`src/rtl/core/dmfa_pkg.sv`:
```
// shared types and constants for the decimal milli fixed-point alu
// no dependencies; imported by every module of the block
`default_nettype none

package dmfa_pkg;

  // operation codes
  typedef enum logic [2:0] {
    OP_ADD    = 3'd0,
    OP_SUB    = 3'd1,
    OP_MIN    = 3'd2,
    OP_MAX    = 3'd3,
    OP_MAKE   = 3'd4,
    OP_TRUNC  = 3'd5,
    OP_MUL    = 3'd6,
    OP_UNUSED = 3'd7
  } op_e;

  localparam int unsigned PartW   = 16;
  localparam int unsigned ScaledW = 26;   // holds 1000*whole + milli
  localparam int unsigned ProdW   = 32;
  localparam int unsigned FracW   = 10;   // a remainder of 1000 fits here

  localparam logic signed [PartW-1:0]   MilliMax  = 16'sd999;
  localparam logic signed [PartW-1:0]   MilliOne  = 16'sd1000;
  localparam logic signed [ScaledW-1:0] ScaleWide = 26'sd1000;
  localparam logic        [ScaledW-1:0] FixScale  = 26'd1000;

  // one input item
  typedef struct packed {
    logic [2:0]              op;
    logic signed [PartW-1:0] a_whole;
    logic signed [PartW-1:0] a_milli;
    logic signed [PartW-1:0] b_whole;
    logic signed [PartW-1:0] b_milli;
    logic signed [31:0]      fixed_word;
    logic                    fixed_sel;
  } dmfa_in_t;

  // one result item
  typedef struct packed {
    logic signed [PartW-1:0] r_whole;
    logic signed [PartW-1:0] r_milli;
  } dmfa_out_t;

  // front stage output: direct result or scaled operands for multiply
  typedef struct packed {
    logic                      is_mul;
    dmfa_out_t                 simple;
    logic signed [ScaledW-1:0] sa;
    logic signed [ScaledW-1:0] sb;
  } dmfa_front_t;

  // sideband that follows the multiply path
  typedef struct packed {
    logic      is_mul;
    logic      neg;
    dmfa_out_t simple;
  } dmfa_side_t;

endpackage

`default_nettype wire

```
`src/rtl/core/dmfa_front.sv`:
```
// first pipeline stage: decode, all operations other than multiply, operand scaling
// depends on dmfa_pkg
`default_nettype none

module dmfa_front (
  input  wire logic               clk_i,
  input  wire logic               en_i,
  input  wire dmfa_pkg::dmfa_in_t in_i,
  output dmfa_pkg::dmfa_front_t   front_o
);
  import dmfa_pkg::*;

  logic signed [PartW-1:0] aw, am, bw, bm;
  logic signed [PartW-1:0] add_w, add_m, sub_w, sub_m;
  logic signed [PartW-1:0] add_w1, add_m1, sub_w1, sub_m1;
  logic                    a_greater;
  logic [ScaledW-1:0]      fix_prod;
  dmfa_out_t               simple;
  dmfa_front_t             front_d, front_q;

  assign aw = in_i.a_whole;
  assign am = in_i.a_milli;
  assign bw = in_i.b_whole;
  assign bm = in_i.b_milli;

  // add with one carry, subtract with one borrow
  assign add_m  = am + bm;
  assign add_w  = aw + bw;
  assign add_m1 = add_m - MilliOne;
  assign add_w1 = add_w + 16'sd1;
  assign sub_m  = am - bm;
  assign sub_w  = aw - bw;
  assign sub_m1 = sub_m + MilliOne;
  assign sub_w1 = sub_w - 16'sd1;

  assign a_greater = (aw > bw) || ((aw >= bw) && (am > bm));

  // fraction of a 16.16 word in thousandths
  assign fix_prod = FixScale * {10'd0, in_i.fixed_word[15:0]};

  // direct results
  always_comb begin
    simple = '0;
    if (in_i.fixed_sel) begin
      simple.r_whole = in_i.fixed_word[31:16];
      simple.r_milli = {6'd0, fix_prod[25:16]};
    end else begin
      unique case (op_e'(in_i.op)) inside
        OP_ADD: begin
          if (add_m > MilliMax) begin
            simple.r_whole = add_w1;
            simple.r_milli = add_m1;
          end else begin
            simple.r_whole = add_w;
            simple.r_milli = add_m;
          end
        end
        OP_SUB: begin
          if (sub_m < 16'sd0) begin
            simple.r_whole = sub_w1;
            simple.r_milli = sub_m1;
          end else begin
            simple.r_whole = sub_w;
            simple.r_milli = sub_m;
          end
          if (simple.r_whole < 16'sd0) begin
            simple.r_whole = '0;
            simple.r_milli = '0;
          end
        end
        OP_MIN: begin
          simple.r_whole = a_greater ? bw : aw;
          simple.r_milli = a_greater ? bm : am;
        end
        OP_MAX: begin
          simple.r_whole = a_greater ? aw : bw;
          simple.r_milli = a_greater ? am : bm;
        end
        OP_MAKE: begin
          simple.r_whole = aw;
          simple.r_milli = (bw > MilliMax) ? MilliMax : bw;
        end
        OP_TRUNC: begin
          simple.r_whole = aw;
          simple.r_milli = '0;
        end
        OP_MUL, OP_UNUSED: begin
          simple = '0;
        end
      endcase
    end
  end

  // scaled operands for the multiply path
  always_comb begin
    front_d.is_mul = !in_i.fixed_sel && (op_e'(in_i.op) == OP_MUL);
    front_d.simple = simple;
    front_d.sa     = ($signed({{10{aw[15]}}, aw}) * ScaleWide) + $signed({{10{am[15]}}, am});
    front_d.sb     = ($signed({{10{bw[15]}}, bw}) * ScaleWide) + $signed({{10{bm[15]}}, bm});
  end

  always_ff @(posedge clk_i) begin
    if (en_i) begin
      front_q <= front_d;
    end
  end

  assign front_o = front_q;

endmodule

`default_nettype wire

```
`src/rtl/core/dmfa_mult.sv`:
```
// second pipeline stage: wrapping 32-bit product of the scaled operands
// depends on dmfa_pkg
`default_nettype none

module dmfa_mult (
  input  wire logic                                  clk_i,
  input  wire logic                                  en_i,
  input  wire logic signed [dmfa_pkg::ScaledW-1:0]   sa_i,
  input  wire logic signed [dmfa_pkg::ScaledW-1:0]   sb_i,
  output logic signed [dmfa_pkg::ProdW-1:0]          prod_o
);
  import dmfa_pkg::*;

  logic signed [ProdW-1:0] ea, eb, prod_d, prod_q;

  // sign-extend and keep the low product bits
  assign ea     = ProdW'(sa_i);
  assign eb     = ProdW'(sb_i);
  assign prod_d = ea * eb;

  always_ff @(posedge clk_i) begin
    if (en_i) begin
      prod_q <= prod_d;
    end
  end

  assign prod_o = prod_q;

endmodule

`default_nettype wire

```
`src/rtl/core/dmfa_div1k.sv`:
```
// two-stage unsigned divide by 1000: reciprocal multiply, then one correction
// depends on dmfa_pkg
`default_nettype none

module dmfa_div1k #(
  parameter int unsigned W = 32
) (
  input  wire logic                          clk_i,
  input  wire logic                          en_i,
  input  wire logic [W-1:0]                  n_i,
  output logic [W-10:0]                      q_o,
  output logic [dmfa_pkg::FracW-1:0]         r_o
);
  import dmfa_pkg::*;

  localparam int unsigned   QW    = W - 9;
  localparam logic [W-1:0]  Recip = W'((64'd1 << W) / 64'd1000);
  localparam logic [W-1:0]  Div   = W'(1000);

  logic [2*W-1:0] est;
  logic [QW-1:0]  q0_d, q0_q, q_d, q_q;
  logic [W-1:0]   n_q, rem;
  logic [FracW-1:0] r_d, r_q;

  // estimate is the true quotient or one below it
  assign est  = {{W{1'b0}}, n_i} * {{W{1'b0}}, Recip};
  assign q0_d = est[W +: QW];

  always_ff @(posedge clk_i) begin
    if (en_i) begin
      n_q  <= n_i;
      q0_q <= q0_d;
    end
  end

  // remainder and single correction step
  assign rem = n_q - ({{(W-QW){1'b0}}, q0_q} * Div);

  always_comb begin
    if (rem >= Div) begin
      q_d = q0_q + QW'(1);
      r_d = FracW'(rem - Div);
    end else begin
      q_d = q0_q;
      r_d = FracW'(rem);
    end
  end

  always_ff @(posedge clk_i) begin
    if (en_i) begin
      q_q <= q_d;
      r_q <= r_d;
    end
  end

  assign q_o = q_q;
  assign r_o = r_q;

endmodule

`default_nettype wire

```
`src/rtl/core/decimal_milli_fixed_alu.sv`:
```
// decimal milli fixed-point alu, top level: seven-stage pipeline
// depends on dmfa_pkg, dmfa_front, dmfa_mult, dmfa_div1k
//
// Usage:
//   Input channel in_valid_i / in_stall_o / in_data_i carries one item per
//   transfer: opcode, two (whole, thousandths) operands and a 16.16 word.
//   Output channel out_valid_o / out_stall_i / out_data_o returns exactly
//   one result per item, in order.
//   Throughput is one item per cycle while the receiver is not stalling.
//   Every operation runs through the same seven stages: front decode and
//   scaling, the 26x26 product, then two divide-by-1000 units of two
//   stages each, then sign and result select.
//   When the receiver stalls with a result waiting, the whole pipeline
//   holds and in_stall_o is raised, so nothing is dropped or repeated;
//   bubbles travel as cleared valid bits.
//   Reset clears all valid bits; no result is presented until new items
//   arrive. There is no configuration and no state between items.
`default_nettype none

module decimal_milli_fixed_alu (
  input  wire logic                clk_i,
  input  wire logic                rst_ni,
  input  wire logic                in_valid_i,
  output logic                     in_stall_o,
  input  wire dmfa_pkg::dmfa_in_t  in_data_i,
  output logic                     out_valid_o,
  input  wire logic                out_stall_i,
  output dmfa_pkg::dmfa_out_t      out_data_o
);
  import dmfa_pkg::*;

  localparam int unsigned Depth = 7;

  logic                     en;
  logic [Depth:1]           valid_q;
  dmfa_front_t              front;
  logic signed [ProdW-1:0]  prod;
  logic [ProdW-1:0]         mag;
  logic [ProdW-10:0]        q1;
  logic [FracW-1:0]         r1;
  logic [12:0]              q2;
  logic [FracW-1:0]         r2;
  dmfa_side_t               side_q [2:6];
  dmfa_side_t               side3_d;
  dmfa_out_t                out_d, out_q;
  logic [PartW-1:0]         mw, mm;

  // the pipeline advances unless a result waits on a stalled receiver
  assign en         = !(valid_q[Depth] && out_stall_i);
  assign in_stall_o = !en;

  // valid bits
  always_ff @(posedge clk_i or negedge rst_ni) begin
    if (!rst_ni) begin
      valid_q <= '0;
    end else if (en) begin
      valid_q <= {valid_q[Depth-1:1], in_valid_i};
    end
  end

  dmfa_front u_front (
    .clk_i   (clk_i),
    .en_i    (en),
    .in_i    (in_data_i),
    .front_o (front)
  );

  dmfa_mult u_mult (
    .clk_i  (clk_i),
    .en_i   (en),
    .sa_i   (front.sa),
    .sb_i   (front.sb),
    .prod_o (prod)
  );

  // magnitude of the product; the sign is carried alongside
  assign mag = prod[ProdW-1] ? (~prod + ProdW'(1)) : prod;

  dmfa_div1k #(.W(ProdW)) u_div_prod (
    .clk_i (clk_i),
    .en_i  (en),
    .n_i   (mag),
    .q_o   (q1),
    .r_o   (r1)
  );

  dmfa_div1k #(.W(22)) u_div_quot (
    .clk_i (clk_i),
    .en_i  (en),
    .n_i   (q1[21:0]),
    .q_o   (q2),
    .r_o   (r2)
  );

  // sideband alongside the multiply path
  always_comb begin
    side3_d     = side_q[2];
    side3_d.neg = prod[ProdW-1];
  end

  always_ff @(posedge clk_i) begin
    if (en) begin
      side_q[2] <= '{is_mul: front.is_mul, neg: 1'b0, simple: front.simple};
      side_q[3] <= side3_d;
      side_q[4] <= side_q[3];
      side_q[5] <= side_q[4];
      side_q[6] <= side_q[5];
    end
  end

  // signed multiply result and final select
  assign mw = {3'd0, q2};
  assign mm = {6'd0, r2};

  always_comb begin
    if (side_q[6].is_mul) begin
      out_d.r_whole = side_q[6].neg ? -mw : mw;
      out_d.r_milli = side_q[6].neg ? -mm : mm;
    end else begin
      out_d = side_q[6].simple;
    end
  end

  always_ff @(posedge clk_i) begin
    if (en) begin
      out_q <= out_d;
    end
  end

  assign out_valid_o = valid_q[Depth];
  assign out_data_o  = out_q;

endmodule

`default_nettype wire
```
`config.mk`:
```
export PLATFORM = sky130hd
export DESIGN_NAME = decimal_milli_fixed_alu
export DESIGN_NICKNAME = d
export VERILOG_FILES = /design/src/rtl/core/dmfa_pkg.sv /design/src/rtl/core/dmfa_front.sv /design/src/rtl/core/dmfa_mult.sv /design/src/rtl/core/dmfa_div1k.sv /design/src/rtl/core/decimal_milli_fixed_alu.sv
export SDC_FILE = /design/constraint.sdc
export NUM_CORES = 2
export LEC_CHECK = 0
export ABC_AREA = 1
export ABC_CLOCK_PERIOD_IN_PS = 28400
export BUFFER_PORTS_ARGS = -buffer_cell sky130_fd_sc_hd__buf_2
export CAP_MARGIN = 15
export CORE_MARGIN = 4
export CORE_UTILIZATION = 70
export CTS_CLUSTER_DIAMETER = 80
export DETAILED_ROUTE_END_ITERATION = 10
export HOLD_SLACK_MARGIN = 0.05
export PLACE_DENSITY = 0.85
export SLEW_MARGIN = 20
export SYNTH_ARGS = -nofsm -noshare
export SYNTH_HDL_FRONTEND = slang
export SYNTH_SLANG_ARGS = --single-unit
```
`constraint.sdc`:
```
create_clock -name clk_i -period 28.4 [get_ports clk_i]
set_input_delay 2.84 -clock clk_i [delete_from_list [all_inputs] [get_ports clk_i]]
set_output_delay 2.84 -clock clk_i [all_outputs]
set_load 0.02 [all_outputs]
```
==> Implementation_results.wiki <==
{| class="wikitable"
! Metric !! Value
|-
| Status || complete, no violations
|-
| Setup Fix Bufs, Post-CTS || 0
|-
| Top FF cell, synth || sky130_fd_sc_hd__edfxtp_1
|-
| Starting Density || 0.710
|-
| Violation count after the first detailed-routing iteration || ~4800
|-
| Hold-fix buffer count after cts || 0
|-
| Max FO, Critical Path || 9
|-
| Final count of pins violating max slew || 0
|-
| Proportion of netlist area held by the largest area contributor || 0.261
|-
| Finish-stage setup viols || 0
|-
| Async set or reset register ratio after synthesis || 0.0153
|-
| Clock tree skew after final layout || around 0.035 ns
|-
| Hold path cells || 0
|-
| Ratio of final minimum period to clock period || 0.319
|-
| Slew at the pin with the worst max-slew slack || about 1.2 ns
|-
| Worst Setup Path Type || reg2reg
|-
| Total grt overflow || 0
|-
| Number of distinct library cell variants in the gate-level netlist after synthesis || 60
|-
| Synthesized netlist cell count || 8530
|-
| Total Neg Setup Slack || 0 ns
|-
| Placeable core region || between 0.1 and 0.15 mm2
|-
| Endpoint of the lowest-slack register-to-register path || u_div_prod.q0_q[20]
|-
| Total count of hold-check failures in the final report || 0
|-
| Beginning of the worst register-to-register path || u_mult.prod_o[0]
|-
| Area enclosed by the die boundary || roughly 0.11 mm2
|-
| Count of flip-flops with a built-in enable after synthesis || between 400 and 500
|-
| Slowest stage delay, CP || about 0.61 ns
|-
| Last weighted congestion value of the routability-driven placer || approximately 1
|-
| Number of vias per cell || ~5.8
|-
| #FFs+latches synth || 457
|-
| Unrepaired setup endpoints after global routing || false
|-
| Critical path's slowest cell || sky130_fd_sc_hd__edfxtp_1
|-
| Chip width || 330 um
|-
| Syn avg cell area || around 8.5 um2
|-
| Number of standard-cell rows in the floorplan || roughly 120
|-
| Number of routed nets with antenna violations || 0
|-
| Height of the die || around 330 um
|-
| Number of antenna violations at the first check in global routing || 15
|-
| Routed len/inst || between 15 and 20 um
|-
| Buffer type at the clock tree root || sky130_fd_sc_hd__clkbuf_16
|-
| Clock edge transition at the registers on the reported setup and hold paths || 0.06 ns
|-
| Area contributors post-synth || sky130_fd_sc_hd__fa_1 26%, sky130_fd_sc_hd__edfxtp_1 19%, sky130_fd_sc_hd__ha_1 17%
|-
| Detailed-router iteration count before antenna repair || 9
|-
| Worst setup path start || u_mult.prod_o[0]
|-
| Maximum number of pins on one net before global-route repair || roughly 190
|-
| Layout cell share with drive strength beyond 1 || 0.0403
|-
| Maximum root-to-sink buffer count || 3
|-
| R2R depth || 38
|-
| Data arrival time of the worst path || around 9.5 ns
|-
| Clock latency on the worst-skew pair || about 0.66 ns
|-
| Global-route total usage across every layer || 0.373
|-
| Total clock buffers created by CTS || 52
|-
| Detailed placement HPWL || 159 mm
|-
| Area added between synthesis and finish || 5.48%
|-
| DRC || 0
|-
| Routed Wire Length || 200 mm
|-
| Slack of the worst reg-to-reg path || 19.33 ns
|-
| Cell taking the most area after synthesis || sky130_fd_sc_hd__fa_1
|-
| Total number of vias || 58429
|-
| Post-synth net total || 10572
|-
| Count of instances resized after the clock tree is built || 0
|-
| Startpoint class of the critical path || flip-flop
|-
| TritonCTS clock tree || yes
|-
| Max-Cap Viols || 0
|-
| Number of global-route vias before repair || roughly 61000
|-
| Max H-tree Level || 2
|-
| Netlist area before placement || about 0.073 mm2
|-
| Worst max-slew margin expressed relative to the limit || 0.180
|-
| Syn. warnings || 0
|-
| Cell type with the highest occurrence count on the critical path || sky130_fd_sc_hd__inv_1
|-
| Clock period minus final worst setup slack || a little over 9 ns
|-
| Number of nets in the final layout || around 11000
|-
| Data required time of the critical path || 28.78 ns
|-
| Element type at the critical path end || flip-flop
|-
| Global-route wire length before repair || approximately 320 mm
|-
| Post-synthesis sequential area ratio || 0.188
|-
| # port buffers || approximately 140
|-
| # clock sinks || between 400 and 500
|-
| Max Clk Rate || between 0.1 and 0.15 GHz
|-
| Endpoint of the most critical setup path || u_div_prod.q0_q[20]
|-
| Number of I/O pins || ~140
|-
| Hold WC Path Type || reg2reg
|}
## final cells by class
class                      instances  area, um2
antenna                           11       27.5
clock buffer                      55       1310
clock inverter                    40        537
fill                            7350      25700
inverter                        2013       7560
multi-input combinational       5876      50800
sequential                       457      13700
tap                             1368       1710
timing repair buffer             195       1140
## stage by stage
step	util	hold slack [ns]	std cells	instance area (um2)	setup WS [ns]
after floorplan	-	0.400	8530	72700	10.84
after global placement	0.730	0.400	9908	74800	19.50
after detailed placement	0.730	0.405	9908	74800	19.42
after CTS	0.748	0.410	10003	76700	19.38
after global routing	0.749	0.413	10008	76700	18.65
final	0.749	0.397	10015	76700	19.33
## Yosys cell counts, types with 34 or more instances
master / n
sky130_fd_sc_hd__inv_1: 1996
sky130_fd_sc_hd__nand2_1: 1633
sky130_fd_sc_hd__ha_1: 991
sky130_fd_sc_hd__fa_1: 947
sky130_fd_sc_hd__edfxtp_1: 450
sky130_fd_sc_hd__a21oi_1: 428
sky130_fd_sc_hd__nor2_1: 404
sky130_fd_sc_hd__nand3_1: 311
sky130_fd_sc_hd__o21ai_0: 294
sky130_fd_sc_hd__xor2_1: 265
sky130_fd_sc_hd__clkbuf_1: 125
sky130_fd_sc_hd__nand4_1: 119
sky130_fd_sc_hd__xnor2_1: 114
sky130_fd_sc_hd__nor3_1: 81
sky130_fd_sc_hd__buf_2: 35
sky130_fd_sc_hd__o21ai_1: 35
sky130_fd_sc_hd__a21o_1: 34
## worst min-delay path by stage
stage                             start             end  slack (ns)
finish                   side_q[0][175]  side_q[0][209]        0.40
global route              side_q[0][76]  side_q[0][110]        0.41
CTS                      side_q[0][170]  side_q[0][204]        0.41
detailed placement       side_q[0][104]  side_q[0][138]        0.40
global placement          side_q[0][88]  side_q[0][122]        0.40
floorplan           u_front.front_o[84]  side_q[0][101]        0.40
## worst max-delay path: cells and delay by family (launching register included)
kind	cells	cell delay, ns
buffers and inverters	8	0.90
adders and majority gates	9	3.60
AOI/OAI and AO/OA	11	1.85
and+or+nand+nor	9	1.26
xor gates and xnor gates	1	0.54
DFF	1	0.61
## registers in the layout (all words and copies together) (netlist names), 10 cells and up
register,flops
out_data_o,32
u_div_quot.r_o,10
side_q,169
u_div_quot.q0_q,13
u_div_prod.n_q,29
u_div_prod.q0_q,23
u_front.front_o,85
u_div_quot.n_q,22
u_div_prod.q_o,22
u_div_quot.q_o,13
u_mult.prod_o,32
## layer usage
layer	wire length (um)	global-route usage
met3	15800	0.0621
met5	62	0
met1	75900	0.467
met4	10600	0.174
met2	97400	0.635
## cell families (layout without fill, tap and decap cells)
kind of cell | count (synthesis) | count (layout) | synth area share
flip-flops | 457 | 457 | 0.188
AO/OA/AOI/OAI | 920 | 920 | 0.0689
AND/OR/NAND/NOR | 2637 | 2637 | 0.151
XOR/XNOR | 381 | 381 | 0.0461
buffers and inverters | 2197 | 2303 | 0.115
other | 0 | 11 | 0
adder cells (fa/ha/maj) | 1938 | 1938 | 0.431
## placed cells by master, fill, tap and decap left out, types with 7 or more instances in the layout
master	instances
sky130_fd_sc_hd__nand3_1	311
sky130_fd_sc_hd__edfxtp_1	450
sky130_fd_sc_hd__o31ai_1	12
sky130_fd_sc_hd__buf_4	56
sky130_fd_sc_hd__or2_2	19
sky130_fd_sc_hd__nand2_2	7
sky130_fd_sc_hd__diode_2	11
sky130_fd_sc_hd__a31oi_1	24
sky130_fd_sc_hd__inv_2	10
sky130_fd_sc_hd__nand3b_1	13
sky130_fd_sc_hd__a21oi_1	428
sky130_fd_sc_hd__o21a_1	12
sky130_fd_sc_hd__nor3_1	77
sky130_fd_sc_hd__fa_1	947
sky130_fd_sc_hd__o211ai_1	14
sky130_fd_sc_hd__clkinvlp_4	7
sky130_fd_sc_hd__buf_2	137
sky130_fd_sc_hd__bufinv_16	9
sky130_fd_sc_hd__clkbuf_16	52
sky130_fd_sc_hd__nand2_1	1631
sky130_fd_sc_hd__inv_1	1996
sky130_fd_sc_hd__a21o_1	34
sky130_fd_sc_hd__xor2_1	262
sky130_fd_sc_hd__xnor2_1	114
sky130_fd_sc_hd__o21ai_0	293
sky130_fd_sc_hd__o21bai_1	25
sky130_fd_sc_hd__ha_1	991
sky130_fd_sc_hd__clkinv_1	13
sky130_fd_sc_hd__nor4_1	27
sky130_fd_sc_hd__nor2_1	402
sky130_fd_sc_hd__dfrtp_1	7
sky130_fd_sc_hd__o21ai_1	36
sky130_fd_sc_hd__nand4_1	119
Power is left out: the tool's default activity adds up to more than one toggle a clock period on the data nets, which glitch-free logic cannot reach.
